===== config.mk =====
export PLATFORM = sky130hd
export DESIGN_NAME = multi_task_watchdog
export DESIGN_NICKNAME = d
export VERILOG_FILES = /design/src/mtw_pkg.sv /design/src/mtw_slot_eval.sv /design/src/multi_task_watchdog.sv
export SDC_FILE = /design/constraint.sdc
export NUM_CORES = 2
export LEC_CHECK = 0
export BUFFER_PORTS_ARGS = -buffer_cell sky130_fd_sc_hd__buf_2
export CAP_MARGIN = 5
export CORE_MARGIN = 8
export CORE_UTILIZATION = 45
export DETAILED_ROUTE_END_ITERATION = 8
export HOLD_SLACK_MARGIN = 0.03
export PLACE_DENSITY = 0.61
export SLEW_MARGIN = 40
export SYNTH_ARGS = -nofsm -noshare
export SYNTH_HDL_FRONTEND = slang
export SYNTH_SLANG_ARGS = --single-unit

===== constraint.sdc =====
create_clock -name clk -period 4.4 [get_ports clk]
set_clock_uncertainty 0.1 [all_clocks]
set_input_delay 0.44 -clock clk [delete_from_list [all_inputs] [get_ports clk]]
set_output_delay 0.44 -clock clk [all_outputs]
set_load 0.05 [all_outputs]

===== src/mtw_pkg.sv =====
`timescale 1ns / 1ps
`default_nettype none
// ----------------------------------------------------------------------------
// Multi-task watchdog package
// Sizes, operation and status codes, and the records passed between the
// sequencer and the slot evaluation unit.
// ----------------------------------------------------------------------------
package mtw_pkg;

    localparam int SLOTS            = 16;
    localparam int TICKS_PER_SECOND = 100;

    localparam int IDX_W   = (SLOTS > 1) ? $clog2(SLOTS) : 1;
    localparam int OP_W    = 2;
    localparam int TASK_W  = 5;
    localparam int LIFE_W  = 16;
    localparam int TIME_W  = 32;
    localparam int COUNT_W = 8;
    localparam int STAT_W  = 2;
    localparam int FAIL_W  = 1 << TASK_W;

    localparam int TPS_W   = $clog2(TICKS_PER_SECOND + 1);
    localparam int TICKS_W = LIFE_W + TPS_W;
    localparam int CMP_W   = (TICKS_W > TIME_W) ? TICKS_W : TIME_W;

    localparam int S_TDATA_W = ((TASK_W + LIFE_W + 7) / 8) * 8;
    localparam int M_TDATA_W = ((STAT_W + FAIL_W + 1 + 7) / 8) * 8;

    localparam logic [TPS_W-1:0]   TPS_VAL       = TPS_W'(TICKS_PER_SECOND);
    localparam logic [IDX_W-1:0]   LAST_IDX      = IDX_W'(SLOTS - 1);
    localparam logic [COUNT_W-1:0] MISS_SATURATE = 8'hFF;
    localparam logic [COUNT_W-1:0] MISS_LIMIT_RST = 8'd3;

    localparam logic [OP_W-1:0] OP_REGISTER = 2'd0;
    localparam logic [OP_W-1:0] OP_KICK     = 2'd1;
    localparam logic [OP_W-1:0] OP_CHECK    = 2'd2;
    localparam logic [OP_W-1:0] OP_TICK     = 2'd3;

    localparam logic [STAT_W-1:0] STAT_OK        = 2'd0;
    localparam logic [STAT_W-1:0] STAT_FULL      = 2'd1;
    localparam logic [STAT_W-1:0] STAT_NOT_FOUND = 2'd2;

    typedef struct packed {
        logic               vld;
        logic [IDX_W-1:0]   idx;
        logic               used;
        logic [TASK_W-1:0]  task_id;
        logic [LIFE_W-1:0]  life;
        logic [TIME_W-1:0]  stamp;
        logic [COUNT_W-1:0] count;
    } slot_rd_t;

    typedef struct packed {
        logic               vld;
        logic [IDX_W-1:0]   idx;
        logic               used;
        logic               free;
        logic               match;
        logic               overdue;
        logic [TASK_W-1:0]  task_id;
        logic [COUNT_W-1:0] new_count;
        logic               at_limit;
    } eval_t;

endpackage
`default_nettype wire


===== src/mtw_slot_eval.sv =====
`timescale 1ns / 1ps
`default_nettype none
// ----------------------------------------------------------------------------
// Slot evaluation unit
// Judges one slot per cycle: the lifetime in ticks and the elapsed time are
// registered, then compared, and the slot's next miss count is formed.
// ----------------------------------------------------------------------------
module mtw_slot_eval
    import mtw_pkg::*;
(
    input  wire logic               clk,
    input  wire logic               rst_n,
    input  wire slot_rd_t           rd,
    input  wire logic [TASK_W-1:0]  req_task,
    input  wire logic [TIME_W-1:0]  time_now,
    input  wire logic [COUNT_W-1:0] miss_limit,
    output eval_t                   ev
);

    logic               s1_vld_reg;
    logic [IDX_W-1:0]   s1_idx_reg;
    logic               s1_used_reg;
    logic               s1_match_reg;
    logic [TASK_W-1:0]  s1_task_reg;
    logic [TICKS_W-1:0] s1_ticks_reg;
    logic [TIME_W-1:0]  s1_elapsed_reg;
    logic [COUNT_W-1:0] s1_count_reg;

    logic               overdue;
    logic [COUNT_W-1:0] new_count;

    always_ff @(posedge clk or negedge rst_n)
    begin
        if (!rst_n)
        begin
            s1_vld_reg <= 1'b0;
        end
        else
        begin
            s1_vld_reg <= rd.vld;
        end
    end

    always_ff @(posedge clk)
    begin
        s1_idx_reg     <= rd.idx;
        s1_used_reg    <= rd.used;
        s1_match_reg   <= (rd.task_id == req_task);
        s1_task_reg    <= rd.task_id;
        s1_ticks_reg   <= TICKS_W'(rd.life) * TICKS_W'(TPS_VAL);
        s1_elapsed_reg <= time_now - rd.stamp;
        s1_count_reg   <= rd.count;
    end

    always_comb
    begin
        overdue = s1_used_reg && (CMP_W'(s1_elapsed_reg) >= CMP_W'(s1_ticks_reg));
        if (!s1_used_reg)
        begin
            new_count = s1_count_reg;
        end
        else if (overdue)
        begin
            new_count = (s1_count_reg == MISS_SATURATE) ? s1_count_reg
                                                        : s1_count_reg + COUNT_W'(1);
        end
        else
        begin
            new_count = '0;
        end
    end

    assign ev.vld       = s1_vld_reg;
    assign ev.idx       = s1_idx_reg;
    assign ev.used      = s1_used_reg;
    assign ev.free      = !s1_used_reg;
    assign ev.match     = s1_used_reg && s1_match_reg;
    assign ev.overdue   = overdue;
    assign ev.task_id   = s1_task_reg;
    assign ev.new_count = new_count;
    assign ev.at_limit  = (new_count >= miss_limit);

endmodule
`default_nettype wire


===== src/multi_task_watchdog.sv =====
`timescale 1ns / 1ps
`default_nettype none
// ----------------------------------------------------------------------------
// Multi-task watchdog
// Keeps a table of task slots with lifetimes and kick stamps, a tick counter,
// and answers register, kick, check and tick requests with one result each.
// ----------------------------------------------------------------------------
// A check walks all SLOTS slots through the slot read register and the evaluation
// unit at one slot per cycle; no new request is accepted until the result is in
// the output register. A register stops at the first free slot and a kick at the
// first matching slot; with none, they walk the whole table. A tick skips the walk.
// The result is held in an output register, so one result may wait there.
// Reset frees every slot, clears miss counts and time, and sets miss_limit 3.
module multi_task_watchdog
    import mtw_pkg::*;
(
    input  wire logic                 clk,
    input  wire logic                 rst_n,
    input  wire logic                 cfg_wr_en,
    input  wire logic [COUNT_W-1:0]   cfg_wr_data,   // miss_limit
    input  wire logic                 s_tvalid,
    output logic                      s_tready,
    input  wire logic [S_TDATA_W-1:0] s_tdata,       // task_id, life_seconds, zero pad
    input  wire logic [OP_W-1:0]      s_tuser,       // operation
    output logic                      m_tvalid,
    input  wire logic                 m_tready,
    output logic [M_TDATA_W-1:0]      m_tdata        // status, fail_mask, reboot, zero pad
);

    localparam logic [1:0] ST_IDLE   = 2'd0;
    localparam logic [1:0] ST_SCAN   = 2'd1;
    localparam logic [1:0] ST_RESULT = 2'd2;

    logic [1:0]           state_reg, state_next;
    logic [OP_W-1:0]      op_reg, op_next;
    logic [TASK_W-1:0]    id_reg, id_next;
    logic [LIFE_W-1:0]    life_reg, life_next;
    logic [TIME_W-1:0]    time_now_reg, time_now_next;
    logic [COUNT_W-1:0]   miss_limit_reg;
    logic                 issue_on_reg, issue_on_next;
    logic [IDX_W-1:0]     issue_idx_reg, issue_idx_next;
    logic [STAT_W-1:0]    status_reg, status_next;
    logic [FAIL_W-1:0]    fail_acc_reg, fail_acc_next;
    logic                 reboot_acc_reg, reboot_acc_next;
    logic                 m_tvalid_reg, m_tvalid_next;
    logic [M_TDATA_W-1:0] m_tdata_reg, m_tdata_next;

    logic [SLOTS-1:0]     slot_used_reg;
    logic [COUNT_W-1:0]   miss_count_reg [SLOTS];
    logic [TASK_W-1:0]    slot_task_mem [SLOTS];
    logic [LIFE_W-1:0]    slot_life_mem [SLOTS];
    logic [TIME_W-1:0]    slot_stamp_mem [SLOTS];

    logic                 rd_vld_reg;
    logic [IDX_W-1:0]     rd_idx_reg;
    logic                 rd_used_reg;
    logic [TASK_W-1:0]    rd_task_reg;
    logic [LIFE_W-1:0]    rd_life_reg;
    logic [TIME_W-1:0]    rd_stamp_reg;
    logic [COUNT_W-1:0]   rd_count_reg;

    logic                 accept;
    logic                 issue;
    logic                 slot_wr;
    logic                 stamp_wr;
    logic                 count_wr;
    logic [COUNT_W-1:0]   count_wdata;
    logic                 finish;
    slot_rd_t             rd;
    eval_t                ev;

    assign s_tready = (state_reg == ST_IDLE);
    assign accept   = s_tvalid && s_tready;
    assign issue    = (state_reg == ST_SCAN) && issue_on_reg;
    assign m_tvalid = m_tvalid_reg;
    assign m_tdata  = m_tdata_reg;

    assign rd.vld     = rd_vld_reg;
    assign rd.idx     = rd_idx_reg;
    assign rd.used    = rd_used_reg;
    assign rd.task_id = rd_task_reg;
    assign rd.life    = rd_life_reg;
    assign rd.stamp   = rd_stamp_reg;
    assign rd.count   = rd_count_reg;

    mtw_slot_eval u_eval (
        .clk        (clk),
        .rst_n      (rst_n),
        .rd         (rd),
        .req_task   (id_reg),
        .time_now   (time_now_reg),
        .miss_limit (miss_limit_reg),
        .ev         (ev)
    );

    always_comb
    begin
        state_next      = state_reg;
        op_next         = op_reg;
        id_next         = id_reg;
        life_next       = life_reg;
        time_now_next   = time_now_reg;
        issue_on_next   = issue_on_reg;
        issue_idx_next  = issue_idx_reg;
        status_next     = status_reg;
        fail_acc_next   = fail_acc_reg;
        reboot_acc_next = reboot_acc_reg;
        m_tvalid_next   = m_tvalid_reg && !m_tready;
        m_tdata_next    = m_tdata_reg;
        slot_wr         = 1'b0;
        stamp_wr        = 1'b0;
        count_wr        = 1'b0;
        count_wdata     = '0;
        finish          = 1'b0;

        unique case (state_reg)
            ST_IDLE:
            begin
                if (accept)
                begin
                    op_next         = s_tuser;
                    id_next         = s_tdata[TASK_W-1:0];
                    life_next       = s_tdata[TASK_W+LIFE_W-1:TASK_W];
                    status_next     = STAT_OK;
                    fail_acc_next   = '0;
                    reboot_acc_next = 1'b0;
                    if (s_tuser == OP_TICK)
                    begin
                        time_now_next = time_now_reg + TIME_W'(1);
                        state_next    = ST_RESULT;
                    end
                    else
                    begin
                        issue_on_next  = 1'b1;
                        issue_idx_next = '0;
                        state_next     = ST_SCAN;
                    end
                end
            end
            ST_SCAN:
            begin
                if (issue_on_reg)
                begin
                    if (issue_idx_reg == LAST_IDX)
                    begin
                        issue_on_next = 1'b0;
                    end
                    else
                    begin
                        issue_idx_next = issue_idx_reg + IDX_W'(1);
                    end
                end
                if (ev.vld)
                begin
                    unique case (op_reg)
                        OP_REGISTER:
                        begin
                            if (ev.free)
                            begin
                                slot_wr  = 1'b1;
                                stamp_wr = 1'b1;
                                count_wr = 1'b1;
                                finish   = 1'b1;
                            end
                            else if (ev.idx == LAST_IDX)
                            begin
                                status_next = STAT_FULL;
                                finish      = 1'b1;
                            end
                        end
                        OP_KICK:
                        begin
                            if (ev.match)
                            begin
                                stamp_wr = 1'b1;
                                finish   = 1'b1;
                            end
                            else if (ev.idx == LAST_IDX)
                            begin
                                status_next = STAT_NOT_FOUND;
                                finish      = 1'b1;
                            end
                        end
                        OP_CHECK:
                        begin
                            if (ev.used)
                            begin
                                count_wr    = 1'b1;
                                count_wdata = ev.new_count;
                                if (ev.overdue)
                                begin
                                    fail_acc_next = fail_acc_reg
                                                  | (FAIL_W'(1) << ev.task_id);
                                end
                                else
                                begin
                                    stamp_wr = 1'b1;
                                end
                            end
                            reboot_acc_next = reboot_acc_reg || ev.at_limit;
                            finish          = (ev.idx == LAST_IDX);
                        end
                        default:
                        begin
                            finish = 1'b1;
                        end
                    endcase
                end
                if (finish)
                begin
                    issue_on_next = 1'b0;
                    state_next    = ST_RESULT;
                end
            end
            ST_RESULT:
            begin
                if (!m_tvalid_reg || m_tready)
                begin
                    m_tvalid_next = 1'b1;
                    m_tdata_next  = M_TDATA_W'({reboot_acc_reg, fail_acc_reg, status_reg});
                    state_next    = ST_IDLE;
                end
            end
            default:
            begin
                state_next = ST_IDLE;
            end
        endcase
    end

    always_ff @(posedge clk or negedge rst_n)
    begin
        if (!rst_n)
        begin
            state_reg      <= ST_IDLE;
            time_now_reg   <= '0;
            miss_limit_reg <= MISS_LIMIT_RST;
            issue_on_reg   <= 1'b0;
            issue_idx_reg  <= '0;
            rd_vld_reg     <= 1'b0;
            m_tvalid_reg   <= 1'b0;
            slot_used_reg  <= '0;
            for (int i = 0; i < SLOTS; i++)
            begin
                miss_count_reg[i] <= '0;
            end
        end
        else
        begin
            state_reg     <= state_next;
            time_now_reg  <= time_now_next;
            issue_on_reg  <= issue_on_next;
            issue_idx_reg <= issue_idx_next;
            rd_vld_reg    <= issue;
            m_tvalid_reg  <= m_tvalid_next;
            if (cfg_wr_en)
            begin
                miss_limit_reg <= cfg_wr_data;
            end
            if (slot_wr)
            begin
                slot_used_reg[ev.idx] <= 1'b1;
            end
            if (count_wr)
            begin
                miss_count_reg[ev.idx] <= count_wdata;
            end
        end
    end

    always_ff @(posedge clk)
    begin
        op_reg         <= op_next;
        id_reg         <= id_next;
        life_reg       <= life_next;
        status_reg     <= status_next;
        fail_acc_reg   <= fail_acc_next;
        reboot_acc_reg <= reboot_acc_next;
        m_tdata_reg    <= m_tdata_next;
    end

    always_ff @(posedge clk)
    begin
        if (slot_wr)
        begin
            slot_task_mem[ev.idx] <= id_reg;
            slot_life_mem[ev.idx] <= life_reg;
        end
        if (stamp_wr)
        begin
            slot_stamp_mem[ev.idx] <= time_now_reg;
        end
        rd_idx_reg   <= issue_idx_reg;
        rd_used_reg  <= slot_used_reg[issue_idx_reg];
        rd_count_reg <= miss_count_reg[issue_idx_reg];
        rd_task_reg  <= slot_task_mem[issue_idx_reg];
        rd_life_reg  <= slot_life_mem[issue_idx_reg];
        rd_stamp_reg <= slot_stamp_mem[issue_idx_reg];
    end

`ifndef SYNTHESIS
    a_idle_pipe_empty : assert property (@(posedge clk) disable iff (!rst_n)
        s_tready |-> !rd_vld_reg)
        else $error("Slot read stage holds work while a new request may be accepted.");

    a_scan_index_range : assert property (@(posedge clk) disable iff (!rst_n)
        issue_on_reg |-> (issue_idx_reg <= LAST_IDX))
        else $error("Slot walk has run past the last slot.");

    a_check_only_fails : assert property (@(posedge clk) disable iff (!rst_n)
        (state_reg == ST_RESULT && op_reg != OP_CHECK)
            |-> (fail_acc_reg == '0 && !reboot_acc_reg))
        else $error("Fail mask or reboot raised outside a check.");

    a_tick_advances : assert property (@(posedge clk) disable iff (!rst_n)
        (accept && s_tuser == OP_TICK) |=> (time_now_reg == $past(time_now_reg) + TIME_W'(1)))
        else $error("Tick request did not advance time by one.");

    a_slots_stay_used : assert property (@(posedge clk) disable iff (!rst_n)
        (slot_used_reg != '0) |=> (slot_used_reg != '0))
        else $error("A used slot has been freed.");
`endif

endmodule
`default_nettype wire


## Word-level counts from Yosys, hierarchy flattened

Memory sizes are Yosys's and may differ from the RTL's. A register that Yosys moved wholly into a read port is not among the register bits.
Index checks and enable logic that the tools add are counted.
Widths: inputs -> output; s select.

- Memories kept: 3
- Input port bits: 39
- Output and inout port bits: 42
- Register bits after elaboration: 372
- RAM bits: 848

Memories:

| name | words | width | rd ports | clocked after memory_dff | wr ports | line | text |
|---|---|---|---|---|---|---|---|
| slot_stamp_mem | 16 | 32 | 1 | 1 | 1 | multi_task_watchdog.sv:52 | `logic [TIME_W-1:0] slot_stamp_mem [SLOTS];` |
| slot_life_mem | 16 | 16 | 1 | 1 | 1 | multi_task_watchdog.sv:51 | `logic [LIFE_W-1:0] slot_life_mem [SLOTS];` |
| slot_task_mem | 16 | 5 | 1 | 1 | 1 | multi_task_watchdog.sv:50 | `logic [TASK_W-1:0] slot_task_mem [SLOTS];` |

- Reductions and logical operators: 23
- Muxes and demuxes: 77
- Multiply operators: 1
- Bitwise operators: 4
- Magnitude comparators: 8
- Add/subtract/negate cells: 4
- Eq/ne operators: 24
- Shift operators: 1

Operators with widths:

| cell | count |
|---|---|
| $mux 32 | 5 |
| $bwmux 128 | 1 |
| $mux 8 | 10 |
| $pmux 32 s2 | 1 |
| $mux 1 | 33 |
| $add 32x1->32 const B | 1 |
| $bmux 8 s4 | 1 |
| $demux 8 s4 | 1 |
| $ge 32x23->1 | 1 |
| $or 32x32->32 | 1 |
| $shl 1x5->32 const A | 1 |
| $sub 32x32->32 | 1 |
| $mul 16x5->21 const B | 1 |
| $mux 2 | 10 |
| $mux 4 | 4 |
| $or 16x16->16 | 1 |
| $ne 2x1->1 const B | 6 |
| $ge 5x5->1 const B | 2 |
| $lt 4x5->1 const B | 2 |
| $not 4->5 | 2 |
| $ne 3x3->1 const B | 3 |
| $reduce_and 3->1 | 3 |
| $add 8x1->8 const B | 1 |
| $eq 4x4->1 const B | 2 |
| other kinds (28) | 48 |

## Longest topological paths before layout

- Word-level depth: 9
- Depth in mapped cells: 18
- Depth with buffers taken out: 17

## Hierarchy

A second synthesis with hierarchy kept.

- Cells, all modules: 2893
- Area, all modules: 50614.8 um^2

Modules (own cells, without submodules):

| module | area an instance (um^2) | times used | cells an instance |
|---|---|---|---|
| multi_task_watchdog | 44936.8 | 1 | 2242 |
| mtw_slot_eval | 5677.9 | 1 | 651 |

## Worst setup path after synthesis

No wires, ideal clock.

- Kind: reg2reg
- Start: reg state_reg[0]
- End: reg fail_acc_reg[0], enable pin
- Library setup time: 0.466 ns
- Clock period less this slack: 4.437 ns
- Arrival time: 3.872 ns
- Cell stages (with the launch flop): 6
- Path buffers: 0
- Path slack: -0.037 ns
- Required time: 3.834 ns
- Cells stage by stage: dfrtp_1 nor2_1 nand2_1 o31ai_1 nand2_1 o21ai_0

- Word-level cells in the longest chain between the ends: 4
- Elaborated cells on any way between the ends: 10
- Those cells by class: eq/ne (6); reduce/logical (4)

RTL lines:

| what | line | text |
|---|---|---|
| from (decl) | multi_task_watchdog.sv:34 | `logic [1:0] state_reg, state_next;` |
| from (signal assigned) | multi_task_watchdog.sv:250 | `state_reg <= state_next;` |
| $logic_not 2->1 * | multi_task_watchdog.sv:72 | `assign s_tready = (state_reg == ST_IDLE);` |
| named net s_tready | multi_task_watchdog.sv:22 | `output logic s_tready,` |
| $logic_and 1x1->1 | multi_task_watchdog.sv:73 | `assign accept = s_tvalid && s_tready;` |
| $ne 2x1->1 (no line) | n/a |  |
| $reduce_and 6->1 (no line) * | n/a |  |
| to (signal assigned) | multi_task_watchdog.sv:277 | `fail_acc_reg <= fail_acc_next;` |
| to (decl) | multi_task_watchdog.sv:43 | `logic [FAIL_W-1:0] fail_acc_reg, fail_acc_next;` |

Mark *: on every way through the listed nets, which the timed path passes. The rest lies on a longest branch.
A chain may end at the register's enable or synchronous reset.

## Worst setup path in the final report

- Start: reg u_eval.s1_elapsed_reg[2]
- End: reg reboot_acc_reg (data pin)

- Word-level cells in the longest chain between the ends: 9

RTL lines:

| what | line | text |
|---|---|---|
| from (decl) | mtw_slot_eval.sv:26 | `logic [TIME_W-1:0] s1_elapsed_reg;` |
| from (signal assigned) | mtw_slot_eval.sv:51 | `s1_elapsed_reg <= time_now - rd.stamp;` |
| $ge 32x23->1 | mtw_slot_eval.sv:57 | `overdue = s1_used_reg && (CMP_W'(s1_elapsed_reg) >= CMP_W'(s1_ticks_reg));` |
| $logic_and 1x1->1 | mtw_slot_eval.sv:57 |  |
| $mux 8 | mtw_slot_eval.sv:62 | `else if (overdue)` |
| $mux 8 | mtw_slot_eval.sv:58 | `if (!s1_used_reg)` |
| $ge 8x8->1 | mtw_slot_eval.sv:81 | `assign ev.at_limit = (new_count >= miss_limit);` |
| $logic_or 1x1->1 | multi_task_watchdog.sv:200 | `reboot_acc_next = reboot_acc_reg \|\| ev.at_limit;` |
| $mux 1 | multi_task_watchdog.sv:155 | `unique case (op_reg)` |
| $mux 1 | multi_task_watchdog.sv:153 | `if (ev.vld)` |
| $pmux 1 s2 | multi_task_watchdog.sv:116 | `unique case (state_reg)` |
| to (signal assigned) | multi_task_watchdog.sv:278 | `reboot_acc_reg <= reboot_acc_next;` |
| to (decl) | multi_task_watchdog.sv:44 | `logic reboot_acc_reg, reboot_acc_next;` |

No other way between the ends. The select of a mux whose other input is x is not followed.

==> metrics.csv <==
metric,value,unit
Worst-path clk slew,0.06,ns
Initial DRT Pass Iterations,5,
clk_lat worst skew,0.74,ns
sequential share of the synthesized area,0.696,
Die Y,355,um
Netlist Area Pre-Place,0.0516,mm^2
LEAKAGE,22.2,nW
cells after synthesis,3418,
Synth cell types,78,
global-route wire length before repair,184000,um
min-delay worst type,input port to asynchronous set/reset pin,
minimum clock period,4.13,ns
Worst Path Max Fanout,3,
# setup viols final,0,
Cell Rows,124,
syn avg cell area,15.1,um^2
minimum setup slack among reg-to-reg paths,0.27,ns
CP endpoint kind,flop,
CTS buffer count,135,
worst-margin pin slew,0.867,ns
die area,0.126,mm^2
layout filler cell count,9334,
Max transition margin,0.421,
largest net degree at the start of global routing,105,
Max Root-Sink Buffers,3,
Yosys Warn Count,0,
WP buf/inv,1,
GRT overflow,0,
fmax,242,MHz
Total Routing Usage GR,0.192,
clk sink count,1273,
critical path type,flop to flop,
Required @ worst endpoint,4.78,ns
PortBufs,72,
io pins,81,
maximum vdd drop,612,uV
routed len/inst,23.3,um
dpl hpwl,72700,um
root buf cell,clkbuf_16,
max reg flops,512,
RSZ-0062 raised after global routing,no,
final std cells w/o fill,5230,
Cells after DPL,4936,
Core Area,0.114,mm^2
FF-to-FF path depth,17,
Final period util,0.939,
post-route ant nets,0,
Power Dens Cells,623,mW/mm^2
final-report max-slew violation count,0,
crit path DAT,4.52,ns
Die Wd,355,um
critical path depth,17,
final wirelength,122000,um
maxcap violations,0,
fraction of registers with async set/reset,0.152,
Post-synth EDFFs,941,
Starting Density,0.452,
Nets,3776,
Vias,29182,
Post CTS Setup Buffer Count,0,
CP peak stage delay,0.45,ns
vias per inst,5.58,
reg2reg end,reboot_acc_reg,
"critical path, cell by cell",inv_1 > ha_1 > nor4bb_1 > o311ai_1 > a21oi_1 > a2111o_1 > a21oi_1 > a21oi_1 > a22oi_1 > ha_1 > nand2b_1 > a21o_1 > a21o_1 > a21o_1 > a211oi_1 > o21ai_0 > o311a_1,
Clock H-tree levels,4,
antenna violations before repair,7,
slowest CP cell,a2111o_1,
largest delay contributor family on the critical path,compound AO/OA/AOI/OAI gates,
Setup crit end,reboot_acc_reg,
area grow syn2layout,15.6,%
"flops & latches, synth",1273,
Final Hold Viols,0,
Residual DRC,0,
share of cells above drive strength 1,0.167,
ys flop type,edfxtp_1,
startpoint types,flop,
worst r2r src,u_eval.s1_elapsed_reg[2],
DRT iter0 DRCs,2380,
Worst Setup SP,u_eval.s1_elapsed_reg[2],
number of global-route vias before repair,29308,
outcome,"complete, no violations",
CTS tree,built,
Placer Congestion,0.803,
setup TNS,0,ns
cell families after synthesis:
logic type      after synthesis  synth area share
fa+ha+maj                   127            0.0326
other cells                   1         0.0000727
xor+xnor                     82            0.0139
flops                      1273             0.696
compound gates              674            0.0795
simple gates                590            0.0507
mux                         377             0.105
buf+inv                     294            0.0227
Yosys cell counts, drive strengths merged (9+ instances only):
master    n  share of area
edfxtp  941           0.55
o21ai   294          0.029
nand2   291          0.021
dfrtp   192          0.093
mux2i   188          0.036
a21oi   148          0.014
dfxtp   138          0.054
inv     130         0.0095
nor2    125         0.0091
mux4    124          0.054
ha      115          0.028
clkbuf  109         0.0080
a221oi   66          0.011
a22oi    65         0.0095
mux2     65          0.014
buf      55         0.0053
xnor2    55         0.0093
a21o     34         0.0050
nand3    28         0.0027
xor2     27         0.0046
nor3     24         0.0023
or2      24         0.0029
nor2b    22         0.0027
and3     18         0.0022
nand2b   16         0.0019
fa       12         0.0047
nand4    11         0.0013
and2      9         0.0011
o21bai    9         0.0013
power breakdown:
part | total, mW | internal [mW] | switching [mW]
clock | 11.0 | 6.33 | 4.69
sequential | 15.2 | 14.2 | 0.959
combinational | 10.9 | 4.76 | 6.17
total | 37.1 | 25.3 | 11.8
what timing repair did:
action | in CTS | in global routing
hold buffers | 49 | 0
gates resized for setup | 0 | 0
endpoints found under the hold margin | 134 | 0
layout by cell type (no fill, tap or decap), drive strengths merged, types with 9 or more instances in the layout:
cell | synthesis | routed
edfxtp | 941 | 941
o21ai | 294 | 294
nand2 | 291 | 291
dfrtp | 192 | 192
mux2i | 188 | 188
clkbuf | 109 | 184
buf | 55 | 165
a21oi | 148 | 148
inv | 130 | 143
dfxtp | 138 | 138
nor2 | 125 | 125
mux4 | 124 | 124
ha | 115 | 115
a221oi | 66 | 66
a22oi | 65 | 65
mux2 | 65 | 65
xnor2 | 55 | 55
dlygate4sd3 | 0 | 49
clkinv | 0 | 40
a21o | 34 | 34
nand3 | 28 | 28
xor2 | 27 | 27
nor3 | 24 | 24
or2 | 24 | 24
nor2b | 22 | 22
and3 | 18 | 18
nand2b | 16 | 16
fa | 12 | 12
nand4 | 11 | 11
o21bai | 9 | 9
and2 | 9 | 9
metal layers:
layer	vias to the layer above	routed length [um]	global-route usage
met5	-	13	0
met4	2	2310	0.0498
met3	173	6490	0.0286
met2	834	57900	0.311
met1	14856	55100	0.272
li1	13317	-	-
final cells by class:
| class | instances | area (um^2) | area share |
|---|---|---|---|
| inverter | 130 | 488 | 0.00819 |
| multi-input combinational | 1855 | 14800 | 0.249 |
| sequential | 1273 | 35900 | 0.602 |
| timing repair buffer | 215 | 2200 | 0.0370 |
| clock buffer | 183 | 3710 | 0.0622 |
| tap | 1512 | 1890 | 0.0317 |
| antenna | 1 | 2.50 | 0.0000420 |
| clock inverter | 61 | 587 | 0.00985 |
worst min path at each step:
stage                   from                   end  cells past startpoint
2_1_floorplan          rst_n      issue_idx_reg[0]                      0
3_3_place_gp   rd_idx_reg[1]  u_eval.s1_idx_reg[1]                      0
3_5_place_dp   rd_idx_reg[3]  u_eval.s1_idx_reg[3]                      0
4_1_cts                rst_n    miss_count_reg[48]                      2
5_1_grt                rst_n   miss_count_reg[119]                      2
6_report               rst_n    miss_count_reg[33]                      2
per-stage QoR:
stage          utilization  area, um^2  power (mW)  setup slack (ns)  hold slack (ns)
6_report             0.523       59600        37.1             0.268            0.159
5_1_grt              0.523       59600        39.1           0.00131            0.200
4_1_cts              0.523       59600        37.5             0.294            0.172
3_5_place_dp         0.481       54800        26.3             0.305            0.212
3_3_place_gp         0.475       54200        26.2             0.299            0.210
2_1_floorplan            -       51600        23.2             0.343           0.0444
Power figures use the tool's default switching activity.
